$ cat src/hw/rtl/lmcfb_pkg.sv
// shared constants and types of the led matrix chain frame buffer
package lmcfb_pkg;

	localparam int MAX_CHIPS = 8;
	localparam int BUF_DEPTH = MAX_CHIPS * 8;
	localparam int BUF_AW    = $clog2(BUF_DEPTH);

	localparam int TYPE_W = 2;
	localparam int POS_W  = 6;
	localparam int REG_W  = 4;
	localparam int BYTE_W = 8;
	localparam int CHIP_W = 3;
	localparam int CNT_W  = 4;
	localparam int CFG_AW = 5;
	localparam int APB_DW = 32;

	typedef logic [BUF_AW-1:0] buf_addr_t;
	typedef logic [BYTE_W-1:0] byte_t;

	// request types
	localparam logic [TYPE_W-1:0] REQ_PIXEL   = 2'd0;
	localparam logic [TYPE_W-1:0] REQ_FILL    = 2'd1;
	localparam logic [TYPE_W-1:0] REQ_REFRESH = 2'd2;
	localparam logic [TYPE_W-1:0] REQ_CTRL    = 2'd3;

	// chain directions
	localparam logic [1:0] DIR_UP    = 2'd0;
	localparam logic [1:0] DIR_DOWN  = 2'd1;
	localparam logic [1:0] DIR_LEFT  = 2'd2;
	localparam logic [1:0] DIR_RIGHT = 2'd3;

	// configuration register indexes
	localparam logic [2:0] CFG_CHIP_COUNT   = 3'd0;
	localparam logic [2:0] CFG_CHAIN_DIR    = 3'd1;
	localparam logic [2:0] CFG_SWAP_RC      = 3'd2;
	localparam logic [2:0] CFG_REVERSE_ROWS = 3'd3;
	localparam logic [2:0] CFG_REVERSE_COLS = 3'd4;

endpackage

$ cat src/hw/rtl/lmcfb_req_if.sv
// request channel: valid/ready handshake with the request fields
interface lmcfb_req_if;
	import lmcfb_pkg::*;

	logic              valid;
	logic              ready;
	logic [TYPE_W-1:0] req_type;
	logic [POS_W-1:0]  pos_x;
	logic [POS_W-1:0]  pos_y;
	logic              pixel_on;
	logic [REG_W-1:0]  ctrl_register;
	logic [BYTE_W-1:0] ctrl_value;

	modport source (
		output valid, req_type, pos_x, pos_y, pixel_on, ctrl_register, ctrl_value,
		input  ready
	);

	modport sink (
		input  valid, req_type, pos_x, pos_y, pixel_on, ctrl_register, ctrl_value,
		output ready
	);

endinterface

$ cat src/hw/rtl/lmcfb_word_if.sv
// serial word channel: valid/ready handshake with one chip word
interface lmcfb_word_if;
	import lmcfb_pkg::*;

	logic              valid;
	logic              ready;
	logic [REG_W-1:0]  reg_addr;
	logic [BYTE_W-1:0] data_byte;
	logic [CHIP_W-1:0] chip_index;
	logic              frame_end;
	logic              last;

	modport source (
		output valid, reg_addr, data_byte, chip_index, frame_end, last,
		input  ready
	);

	modport sink (
		input  valid, reg_addr, data_byte, chip_index, frame_end, last,
		output ready
	);

endinterface

$ cat src/hw/rtl/led_matrix_chain_frame_buffer.sv
// frame buffer and scan-out for a chain of 8x8 led matrix driver chips
//
//  channel | direction | moves
//  req     | in        | pixel, fill, refresh or control request
//  words   | out       | one register/data word for one chip
//  apb     | in        | configuration register writes and reads
//
// a pixel reads the buffer at acceptance and writes the modified byte next
// fill writes 8*chips buffer bytes, one buffer byte per cycle
// refresh sends 8*chips words and control chips words, one buffer read per cycle
// while words is not stalled, feeding a single output register
// a stall on words holds the buffer read and the output register in place
// reset clears the buffer through per-byte valid bits, no clearing pass
module led_matrix_chain_frame_buffer (
	input  logic                          clk,
	input  logic                          arst_n,
	lmcfb_req_if.sink                     req,
	lmcfb_word_if.source                  words,
	input  logic                          psel,
	input  logic                          penable,
	input  logic                          pwrite,
	input  logic [lmcfb_pkg::CFG_AW-1:0]  paddr,
	input  logic [lmcfb_pkg::APB_DW-1:0]  pwdata,
	output logic [lmcfb_pkg::APB_DW-1:0]  prdata,
	output logic                          pready
);
	import lmcfb_pkg::*;

	localparam logic [1:0] ST_IDLE = 2'd0;
	localparam logic [1:0] ST_PIX  = 2'd1;
	localparam logic [1:0] ST_FILL = 2'd2;
	localparam logic [1:0] ST_SCAN = 2'd3;

	// configuration registers
	logic [CNT_W-1:0] chip_count_q;
	logic [1:0]       chain_dir_q;
	logic             swap_q;
	logic             rev_rows_q;
	logic             rev_cols_q;

	logic       cfg_wr;
	logic [2:0] cfg_idx;

	assign pready  = 1'b1;
	assign cfg_wr  = psel & penable & pwrite;
	assign cfg_idx = paddr[CFG_AW-1:2];

	always_ff @(posedge clk or negedge arst_n) begin
		if (!arst_n) begin
			chip_count_q <= CNT_W'(1);
			chain_dir_q  <= DIR_UP;
			swap_q       <= 1'b0;
			rev_rows_q   <= 1'b0;
			rev_cols_q   <= 1'b0;
		end else if (cfg_wr) begin
			case (cfg_idx)
				CFG_CHIP_COUNT:   chip_count_q <= pwdata[CNT_W-1:0];
				CFG_CHAIN_DIR:    chain_dir_q  <= pwdata[1:0];
				CFG_SWAP_RC:      swap_q       <= pwdata[0];
				CFG_REVERSE_ROWS: rev_rows_q   <= pwdata[0];
				CFG_REVERSE_COLS: rev_cols_q   <= pwdata[0];
				default: ;
			endcase
		end
	end

	always_comb begin
		case (cfg_idx)
			CFG_CHIP_COUNT:   prdata = APB_DW'(chip_count_q);
			CFG_CHAIN_DIR:    prdata = APB_DW'(chain_dir_q);
			CFG_SWAP_RC:      prdata = APB_DW'(swap_q);
			CFG_REVERSE_ROWS: prdata = APB_DW'(rev_rows_q);
			CFG_REVERSE_COLS: prdata = APB_DW'(rev_cols_q);
			default:          prdata = '0;
		endcase
	end

	// chips in use, clamped to 1..MAX_CHIPS
	logic [CNT_W-1:0]  chips_n;
	logic [CHIP_W-1:0] chip_last;
	logic [BUF_AW:0]   buf_len;
	buf_addr_t         buf_last;

	always_comb begin
		if (chip_count_q == '0) begin
			chips_n = CNT_W'(1);
		end else if (chip_count_q > CNT_W'(MAX_CHIPS)) begin
			chips_n = CNT_W'(MAX_CHIPS);
		end else begin
			chips_n = chip_count_q;
		end
	end

	assign chip_last = CHIP_W'(chips_n - CNT_W'(1));
	assign buf_len   = {chips_n, 3'b000};
	assign buf_last  = BUF_AW'(buf_len - (BUF_AW+1)'(1));

	// pixel coordinate mapping, signed so that mirrored values may go negative
	logic signed [7:0] px8, py8, wmax;
	logic signed [7:0] mx0, my0, mx1, my1, mx2, my2;
	logic [6:0]        pix_off;
	logic              pix_keep;
	buf_addr_t         pix_addr;

	assign px8  = {2'b00, req.pos_x};
	assign py8  = {2'b00, req.pos_y};
	assign wmax = $signed({1'b0, chips_n, 3'b000}) - 8'sd1;

	always_comb begin
		case (chain_dir_q)
			DIR_UP: begin
				mx0 = py8;
				my0 = px8;
			end
			DIR_DOWN: begin
				mx0 = wmax - py8;
				my0 = 8'sd7 - px8;
			end
			DIR_LEFT: begin
				mx0 = px8;
				my0 = 8'sd7 - py8;
			end
			default: begin
				mx0 = wmax - px8;
				my0 = py8;
			end
		endcase

		if (swap_q) begin
			mx1 = {mx0[7:3], my0[2:0]};
			my1 = {5'b00000, ~mx0[2:0]};
		end else begin
			mx1 = mx0;
			my1 = my0;
		end

		my2 = rev_cols_q ? 8'sd7 - my1 : my1;
		mx2 = rev_rows_q ? {mx1[7:3], ~mx1[2:0]} : mx1;

		pix_off  = {4'b0000, my2[2:0]} * {3'b000, chips_n} + {3'b000, mx2[6:3]};
		pix_keep = !mx2[7] && !my2[7] && (my2[6:3] == 4'd0)
			&& (pix_off < buf_len);
		pix_addr = pix_off[BUF_AW-1:0];
	end

	// control state
	logic [1:0]        state_q;
	logic [BUF_DEPTH-1:0] valid_q;
	buf_addr_t         idx_q;
	logic [CHIP_W-1:0] chip_q;
	logic [2:0]        row_q;
	logic              issue_done_q;
	logic              mode_ctrl_q;
	logic [REG_W-1:0]  creg_q;
	byte_t             cval_q;
	byte_t             fill_byte_q;

	// pixel read-modify-write stage
	logic              pix_keep_s1;
	buf_addr_t         pix_addr_s1;
	logic [2:0]        pix_bit_s1;
	logic              pix_on_s1;
	logic              pix_vld_s1;

	// scan read stage
	logic              rd_vld_s1;
	logic              bvld_s1;
	logic [REG_W-1:0]  reg_s1;
	logic [CHIP_W-1:0] chip_s1;
	logic              fend_s1;
	logic              last_s1;

	// output register
	logic              out_vld_q;
	logic [REG_W-1:0]  out_reg_q;
	byte_t             out_data_q;
	logic [CHIP_W-1:0] out_chip_q;
	logic              out_fend_q;
	logic              out_last_q;

	logic      req_acc;
	logic      can_load;
	logic      load;
	logic      issue;
	logic      word_fend;
	logic      word_last;
	logic      ram_we, ram_re;
	buf_addr_t ram_waddr, ram_raddr;
	byte_t     ram_wdata, ram_rdata;
	byte_t     pix_base, pix_mask;

	assign req.ready = (state_q == ST_IDLE);
	assign req_acc   = req.valid & req.ready;
	assign can_load  = !out_vld_q || words.ready;
	assign load      = rd_vld_s1 && can_load;
	assign issue     = (state_q == ST_SCAN) && !issue_done_q && (!rd_vld_s1 || can_load);
	assign word_fend = (chip_q == chip_last);
	assign word_last = word_fend && (mode_ctrl_q || row_q == 3'd7);

	assign pix_base = pix_vld_s1 ? ram_rdata : '0;
	assign pix_mask = BYTE_W'(1) << pix_bit_s1;

	assign ram_re    = req_acc || issue;
	assign ram_raddr = (state_q == ST_IDLE) ? pix_addr : idx_q;
	assign ram_we    = ((state_q == ST_PIX) && pix_keep_s1) || (state_q == ST_FILL);
	assign ram_waddr = (state_q == ST_FILL) ? idx_q : pix_addr_s1;
	assign ram_wdata = (state_q == ST_FILL) ? fill_byte_q
		: (pix_on_s1 ? (pix_base | pix_mask) : (pix_base & ~pix_mask));

	lmcfb_ram #(
		.WIDTH(BYTE_W),
		.DEPTH(BUF_DEPTH)
	) u_buf (
		.clk   (clk),
		.we    (ram_we),
		.waddr (ram_waddr),
		.wdata (ram_wdata),
		.re    (ram_re),
		.raddr (ram_raddr),
		.rdata (ram_rdata)
	);

	always_ff @(posedge clk or negedge arst_n) begin
		if (!arst_n) begin
			state_q      <= ST_IDLE;
			valid_q      <= '0;
			idx_q        <= '0;
			chip_q       <= '0;
			row_q        <= '0;
			issue_done_q <= 1'b0;
			mode_ctrl_q  <= 1'b0;
			rd_vld_s1    <= 1'b0;
			out_vld_q    <= 1'b0;
		end else begin
			if (ram_we) begin
				valid_q[ram_waddr] <= 1'b1;
			end

			case (state_q)
				ST_IDLE: begin
					if (req_acc) begin
						idx_q        <= '0;
						chip_q       <= '0;
						row_q        <= '0;
						issue_done_q <= 1'b0;
						mode_ctrl_q  <= (req.req_type == REQ_CTRL);
						case (req.req_type)
							REQ_PIXEL: state_q <= ST_PIX;
							REQ_FILL:  state_q <= ST_FILL;
							default:   state_q <= ST_SCAN;
						endcase
					end
				end
				ST_PIX: begin
					state_q <= ST_IDLE;
				end
				ST_FILL: begin
					idx_q <= idx_q + BUF_AW'(1);
					if (idx_q == buf_last) begin
						state_q <= ST_IDLE;
					end
				end
				ST_SCAN: begin
					if (issue) begin
						idx_q <= idx_q + BUF_AW'(1);
						if (word_fend) begin
							chip_q <= '0;
							row_q  <= row_q + 3'd1;
						end else begin
							chip_q <= chip_q + CHIP_W'(1);
						end
						if (word_last) begin
							issue_done_q <= 1'b1;
						end
					end
					// leave once the last read has moved into the output register
					if (issue_done_q && (!rd_vld_s1 || can_load)) begin
						state_q <= ST_IDLE;
					end
				end
				default: begin
					state_q <= ST_IDLE;
				end
			endcase

			if (issue) begin
				rd_vld_s1 <= 1'b1;
			end else if (load) begin
				rd_vld_s1 <= 1'b0;
			end

			if (load) begin
				out_vld_q <= 1'b1;
			end else if (words.ready) begin
				out_vld_q <= 1'b0;
			end
		end
	end

	// payload registers
	always_ff @(posedge clk) begin
		if (req_acc) begin
			pix_keep_s1 <= pix_keep;
			pix_addr_s1 <= pix_addr;
			pix_bit_s1  <= mx2[2:0];
			pix_on_s1   <= req.pixel_on;
			pix_vld_s1  <= valid_q[pix_addr];
			creg_q      <= req.ctrl_register;
			cval_q      <= req.ctrl_value;
			fill_byte_q <= req.pixel_on ? '1 : '0;
		end
		if (issue) begin
			bvld_s1 <= valid_q[idx_q];
			reg_s1  <= mode_ctrl_q ? creg_q : REG_W'(row_q) + REG_W'(1);
			chip_s1 <= chip_q;
			fend_s1 <= word_fend;
			last_s1 <= word_last;
		end
		if (load) begin
			out_reg_q  <= reg_s1;
			out_data_q <= mode_ctrl_q ? cval_q : (bvld_s1 ? ram_rdata : '0);
			out_chip_q <= chip_s1;
			out_fend_q <= fend_s1;
			out_last_q <= last_s1;
		end
	end

	assign words.valid      = out_vld_q;
	assign words.reg_addr   = out_reg_q;
	assign words.data_byte  = out_data_q;
	assign words.chip_index = out_chip_q;
	assign words.frame_end  = out_fend_q;
	assign words.last       = out_last_q;

endmodule

$ cat src/hw/rtl/lmcfb_ram.sv
// generic simple dual-port ram with registered read
module lmcfb_ram #(
	parameter int WIDTH = 8,
	parameter int DEPTH = 64
) (
	input  logic                     clk,
	input  logic                     we,
	input  logic [$clog2(DEPTH)-1:0] waddr,
	input  logic [WIDTH-1:0]         wdata,
	input  logic                     re,
	input  logic [$clog2(DEPTH)-1:0] raddr,
	output logic [WIDTH-1:0]         rdata
);

	logic [WIDTH-1:0] mem_q [DEPTH];
	logic [WIDTH-1:0] rdata_q;

	always_ff @(posedge clk) begin
		if (we) begin
			mem_q[waddr] <= wdata;
		end
		if (re) begin
			rdata_q <= mem_q[raddr];
		end
	end

	assign rdata = rdata_q;

endmodule

$ cat src/flat_wrapper.sv
// flat-port wrapper written by rule: the top's interface ports become plain ports
module led_matrix_chain_frame_buffer_flat import lmcfb_pkg::*;
  (clk, arst_n, psel, penable, pwrite, paddr, pwdata, prdata, pready, req_valid, req_req_type, req_pos_x, req_pos_y, req_pixel_on, req_ctrl_register, req_ctrl_value, req_ready, words_valid, words_reg_addr, words_data_byte, words_chip_index, words_frame_end, words_last, words_ready);
  lmcfb_req_if req_i ();
  lmcfb_word_if words_i ();
  input  logic clk;
  input  logic arst_n;
  input  logic psel;
  input  logic penable;
  input  logic pwrite;
  input  logic [lmcfb_pkg::CFG_AW-1:0] paddr;
  input  logic [lmcfb_pkg::APB_DW-1:0] pwdata;
  output logic [lmcfb_pkg::APB_DW-1:0] prdata;
  output logic pready;
  input wire logic [$bits(req_i.valid)-1:0] req_valid;
  input wire logic [$bits(req_i.req_type)-1:0] req_req_type;
  input wire logic [$bits(req_i.pos_x)-1:0] req_pos_x;
  input wire logic [$bits(req_i.pos_y)-1:0] req_pos_y;
  input wire logic [$bits(req_i.pixel_on)-1:0] req_pixel_on;
  input wire logic [$bits(req_i.ctrl_register)-1:0] req_ctrl_register;
  input wire logic [$bits(req_i.ctrl_value)-1:0] req_ctrl_value;
  output wire logic [$bits(req_i.ready)-1:0] req_ready;
  output wire logic [$bits(words_i.valid)-1:0] words_valid;
  output wire logic [$bits(words_i.reg_addr)-1:0] words_reg_addr;
  output wire logic [$bits(words_i.data_byte)-1:0] words_data_byte;
  output wire logic [$bits(words_i.chip_index)-1:0] words_chip_index;
  output wire logic [$bits(words_i.frame_end)-1:0] words_frame_end;
  output wire logic [$bits(words_i.last)-1:0] words_last;
  input wire logic [$bits(words_i.ready)-1:0] words_ready;
  assign req_i.valid = req_valid;
  assign req_i.req_type = req_req_type;
  assign req_i.pos_x = req_pos_x;
  assign req_i.pos_y = req_pos_y;
  assign req_i.pixel_on = req_pixel_on;
  assign req_i.ctrl_register = req_ctrl_register;
  assign req_i.ctrl_value = req_ctrl_value;
  assign req_ready = req_i.ready;
  assign words_valid = words_i.valid;
  assign words_reg_addr = words_i.reg_addr;
  assign words_data_byte = words_i.data_byte;
  assign words_chip_index = words_i.chip_index;
  assign words_frame_end = words_i.frame_end;
  assign words_last = words_i.last;
  assign words_i.ready = words_ready;
  led_matrix_chain_frame_buffer u_core (.clk(clk), .arst_n(arst_n), .req(req_i), .words(words_i), .psel(psel), .penable(penable), .pwrite(pwrite), .paddr(paddr), .pwdata(pwdata), .prdata(prdata), .pready(pready));
endmodule
$ cat config.mk
export PLATFORM = sky130hd
export DESIGN_NAME = led_matrix_chain_frame_buffer_flat
export DESIGN_NICKNAME = d
export VERILOG_FILES = /design/src/hw/rtl/lmcfb_pkg.sv /design/src/hw/rtl/lmcfb_req_if.sv /design/src/hw/rtl/lmcfb_word_if.sv /design/src/hw/rtl/led_matrix_chain_frame_buffer.sv /design/src/hw/rtl/lmcfb_ram.sv /design/src/flat_wrapper.sv
export SDC_FILE = /design/constraint.sdc
export NUM_CORES = 1
export LEC_CHECK = 0
export BUFFER_PORTS_ARGS = -buffer_cell sky130_fd_sc_hd__buf_2
export CORE_MARGIN = 5
export CORE_UTILIZATION = 40
export DETAILED_ROUTE_END_ITERATION = 10
export GPL_TIMING_DRIVEN = 0
export PLACE_DENSITY = 0.57
export SYNTH_ARGS = -nofsm -noshare
export SYNTH_HDL_FRONTEND = slang
export SYNTH_SLANG_ARGS = --single-unit
$ cat constraint.sdc
create_clock -name clk -period 6.3 [get_ports clk]
set_clock_uncertainty 0.1 [all_clocks]
set_input_delay 0.945 -clock clk [delete_from_list [all_inputs] [get_ports clk]]
set_output_delay 0.945 -clock clk [all_outputs]
set_load 0.01 [all_outputs]
==> summary.txt <==
Synthesis
  • Asr flop ratio synth: between 10% and 20%
  • Synth top area share: 55.5%
  • Syn Area/Cell: 12.5 sq um
  • Yosys warnings: 0
  • Mapped cell area: between 30000 and 40000 sq um
  • Post-synthesis sequential area ratio: 62.8%
  • Top cells by area, synth: edfxtp_1 (55%), dfrtp_1 (7.3%), mux4_2 (3.1%), nor2_1 (3.0%), o21ai_0 (2.6%)
  • Yosys top cell by area: edfxtp_1
  • Dominant synthesized flop cell: edfxtp_1
  • Number of flops mapped to enable cells by yosys: around 570
  • Cells after Synth: 2467
  • #FFs+latches synth: 662
  • Synth cell types: 86

Setup path
  • Worst EP required: 6560 ps
  • Largest fanout on the critical path: 10
  • CP arrival: around 6600 ps
  • CP peak stage delay: 660 ps
  • CP max-delay cell: fa_2
  • Family with the most delay on the worst path: compound AO/OA/AOI/OAI gates
  • Worst setup EP type: flip-flop
  • Buf/Inv on CP: 5
  • Startpoint types: flip-flop
  • Critical Path, Cell by Cell: clkbuf_2 > nor3_1 > a211oi_4 > xnor2_1 > nand2_1 > fa_1 > inv_1 > fa_1 > inv_1 > fa_2 > nand2b_4 > o32a_1 > buf_8 > buf_6 > a21oi_1 > a22oi_2 > o211ai_1 > o311ai_2 > o31ai_2
  • CP Class: flip-flop to flip-flop

Route
  • First-pass detailed-route iteration total: 7
  • Final WL: roughly 140 mm
  • DR iter-0 viols: about 4500
  • Vias: about 25000
  • WL per Instance: approximately 37 um
  • Final ANT Viol Nets: 0
  • Vias per Instance: 6.57
  • Drt drc: 0

CTS
  • Worst-Skew Late Latency: 670 ps
  • Clk sinks: 662
  • Hold bufs inserted after CTS: 0
  • Root buf cell: clkbuf_16
  • CTS tree: yes
  • Clk buf depth: 3
  • CTS Buf Count: 76
  • Clock transition at path regs: 60 ps
  • H-tree levels: 3

Timing
  • Period utilization: 100%
  • Rel. slew slack: -0.579%
  • RSZ-0062 raised after global routing: yes
  • Fin crit period: approximately 6300 ps
  • F_max: 159 MHz
  • Slew Viols, Final: 10
  • Setup ws final: 0.962 ps
  • Final hold slack: 191 ps
  • Slew @ Worst Pin: 1500 ps
  • Hold Vio Cnt, Final: 0
  • # setup viols final: 0

Placement
  • Routability congestion estimate: 0.986
  • Placement Setup Slack: -1860 ps
  • Dpl cells: around 3700
  • Port Buf Inserts: 62
  • Final HPWL DP: approximately 100 mm

Global route
  • Largest net degree at the start of global routing: 50
  • Total GRT Usage: 33.0%
  • Initial antenna violation count: 12
  • First-pass GRT wire length: around 190 mm
  • Aggregate global routing overflow: 0
  • Number of global-route vias before repair: around 23000

Run status
  • Status: finished with violations
  • Failing checks: capacitance limit, slew limit

Cells and area
  • Layout cells sized above 1: 23.1%
  • Area Growth Syn to Fin: 19.5%
  • Highest-count cells in the layout ignoring fill and taps: edfxtp_1 (571), nand2_1 (195), nor2_1 (182), o21ai_0 (150), buf_2 (138)
  • Commonest non-fill, non-tap cell in the layout: edfxtp_1
  • Final Non-Filler Cells: 3816
  • Final Util: a little under half
  • Nets: 2813

Floorplan
  • Die area: 82900 sq um
  • Starting density of the core: 40.1%
  • Io pins: roughly 120
  • Core area: 77100 sq um
  • # rows: 102
  • Die H: 288 um
  • Die X: about 290 um

Hold path
  • HP Class: input port to asynchronous set/reset pin

Flow run
  • Max-cap violations: 1
[sequential cells by signal, indices dropped and copies added (netlist names), 4 cells and up]
| signal | flops |
|---|---|
| u_core.chip_count_q | 4 |
| u_core.creg_q | 4 |
| u_core.cval_q | 8 |
| u_core.idx_q | 6 |
| u_core.pix_addr_s1 | 6 |
| u_core.reg_s1 | 4 |
| u_core.u_buf.mem_q | 512 |
| u_core.u_buf.rdata | 8 |
| u_core.valid_q | 64 |
| u_core.words.data_byte | 8 |
| u_core.words.reg_addr | 4 |
[cells in the mapped netlist (53+ instances only)]
library cell	number
o2bb2ai_1	54
edfxtp_1	571
a21oi_1	122
nor2_1	245
nor3_1	53
nand2_1	197
clkbuf_1	66
buf_2	83
dfrtp_1	90
o21ai_0	160
o211ai_1	69
or2_2	69
[routing by layer]
metal  vias up  share of wire, %  track usage, %
met2      2052                42            47.9
met3       456                13            10.4
met1     12600                37            43.6
li1       9917                 -               -
met5         -            0.0093               0
met4         2               7.3            18.9
[stage by stage]
| step | TNS [ps] | cell area (sq um) |
|---|---|---|
| after floorplan | 0 | 31000 |
| after global placement | -1357670 | 32600 |
| after detailed placement | -11510 | 34100 |
| after CTS | -462 | 36700 |
| after global routing | -141 | 36900 |
| final | 0 | 37000 |
[repair_timing]
item | CTS | global route
resized for setup | 39 | 59
setup buffers | 3 | 7
endpoints found under the setup margin | 10 | 10
gates cloned | 0 | 0
pin swaps | 3 | 7
[cells by family after synthesis]
| family | synth area share (%) |
|---|---|
| multiplexers | 4.68 |
| buffers and inverters | 3.87 |
| adder cells (fa/ha/maj) | 1.46 |
| XOR/XNOR | 0.789 |
| AND/OR/NAND/NOR | 11.0 |
| AO/OA/AOI/OAI | 15.3 |
| other | 0.0243 |
| flip-flops | 62.8 |
[cell type report]
| cell class | count | area, sq um |
|---|---|---|
| well taps | 1040 | 1300 |
| multi-input cells | 1584 | 10900 |
| repair buffers | 141 | 1570 |
| flip-flops and latches | 662 | 19400 |
| inverters | 48 | 180 |
| fillers | 6862 | 40100 |
| clock buffers | 96 | 2010 |
| diodes | 7 | 17.5 |
| clock inverters | 42 | 445 |
| plain buffers | 196 | 1060 |
[worst paths after layout]
path,slack (ps),cells after the start,end,from
worst max-delay path,1,19,u_core.u_buf.rdata[0],u_core.chain_dir_q[1]
worst min-delay path,190,1,u_core.chip_count_q[2],arst_n
worst max register to register,1,19,u_core.u_buf.rdata[0],u_core.chain_dir_q[1]
worst min register to register,320,0,u_core.words.chip_index[1],u_core.chip_s1[1]
max in group asynchronous,5210,2,u_core.chip_count_q[0],arst_n
min in group clk,320,0,u_core.words.chip_index[1],u_core.chip_s1[1]
[worst register-to-register path: cells and delay by family, from the launching register on]
family                     cells  cell delay [ps]
AOI/OAI and AO/OA              7             1860
xor gates and xnor gates       1              290
adders and majority gates      3             1770
buffers and inverters          5              790
DFF                            1              420
and+or+nand+nor                3              760
Power is not shown: default switching activity piles up to over one toggle a cycle in this logic, so the estimate is an artifact.
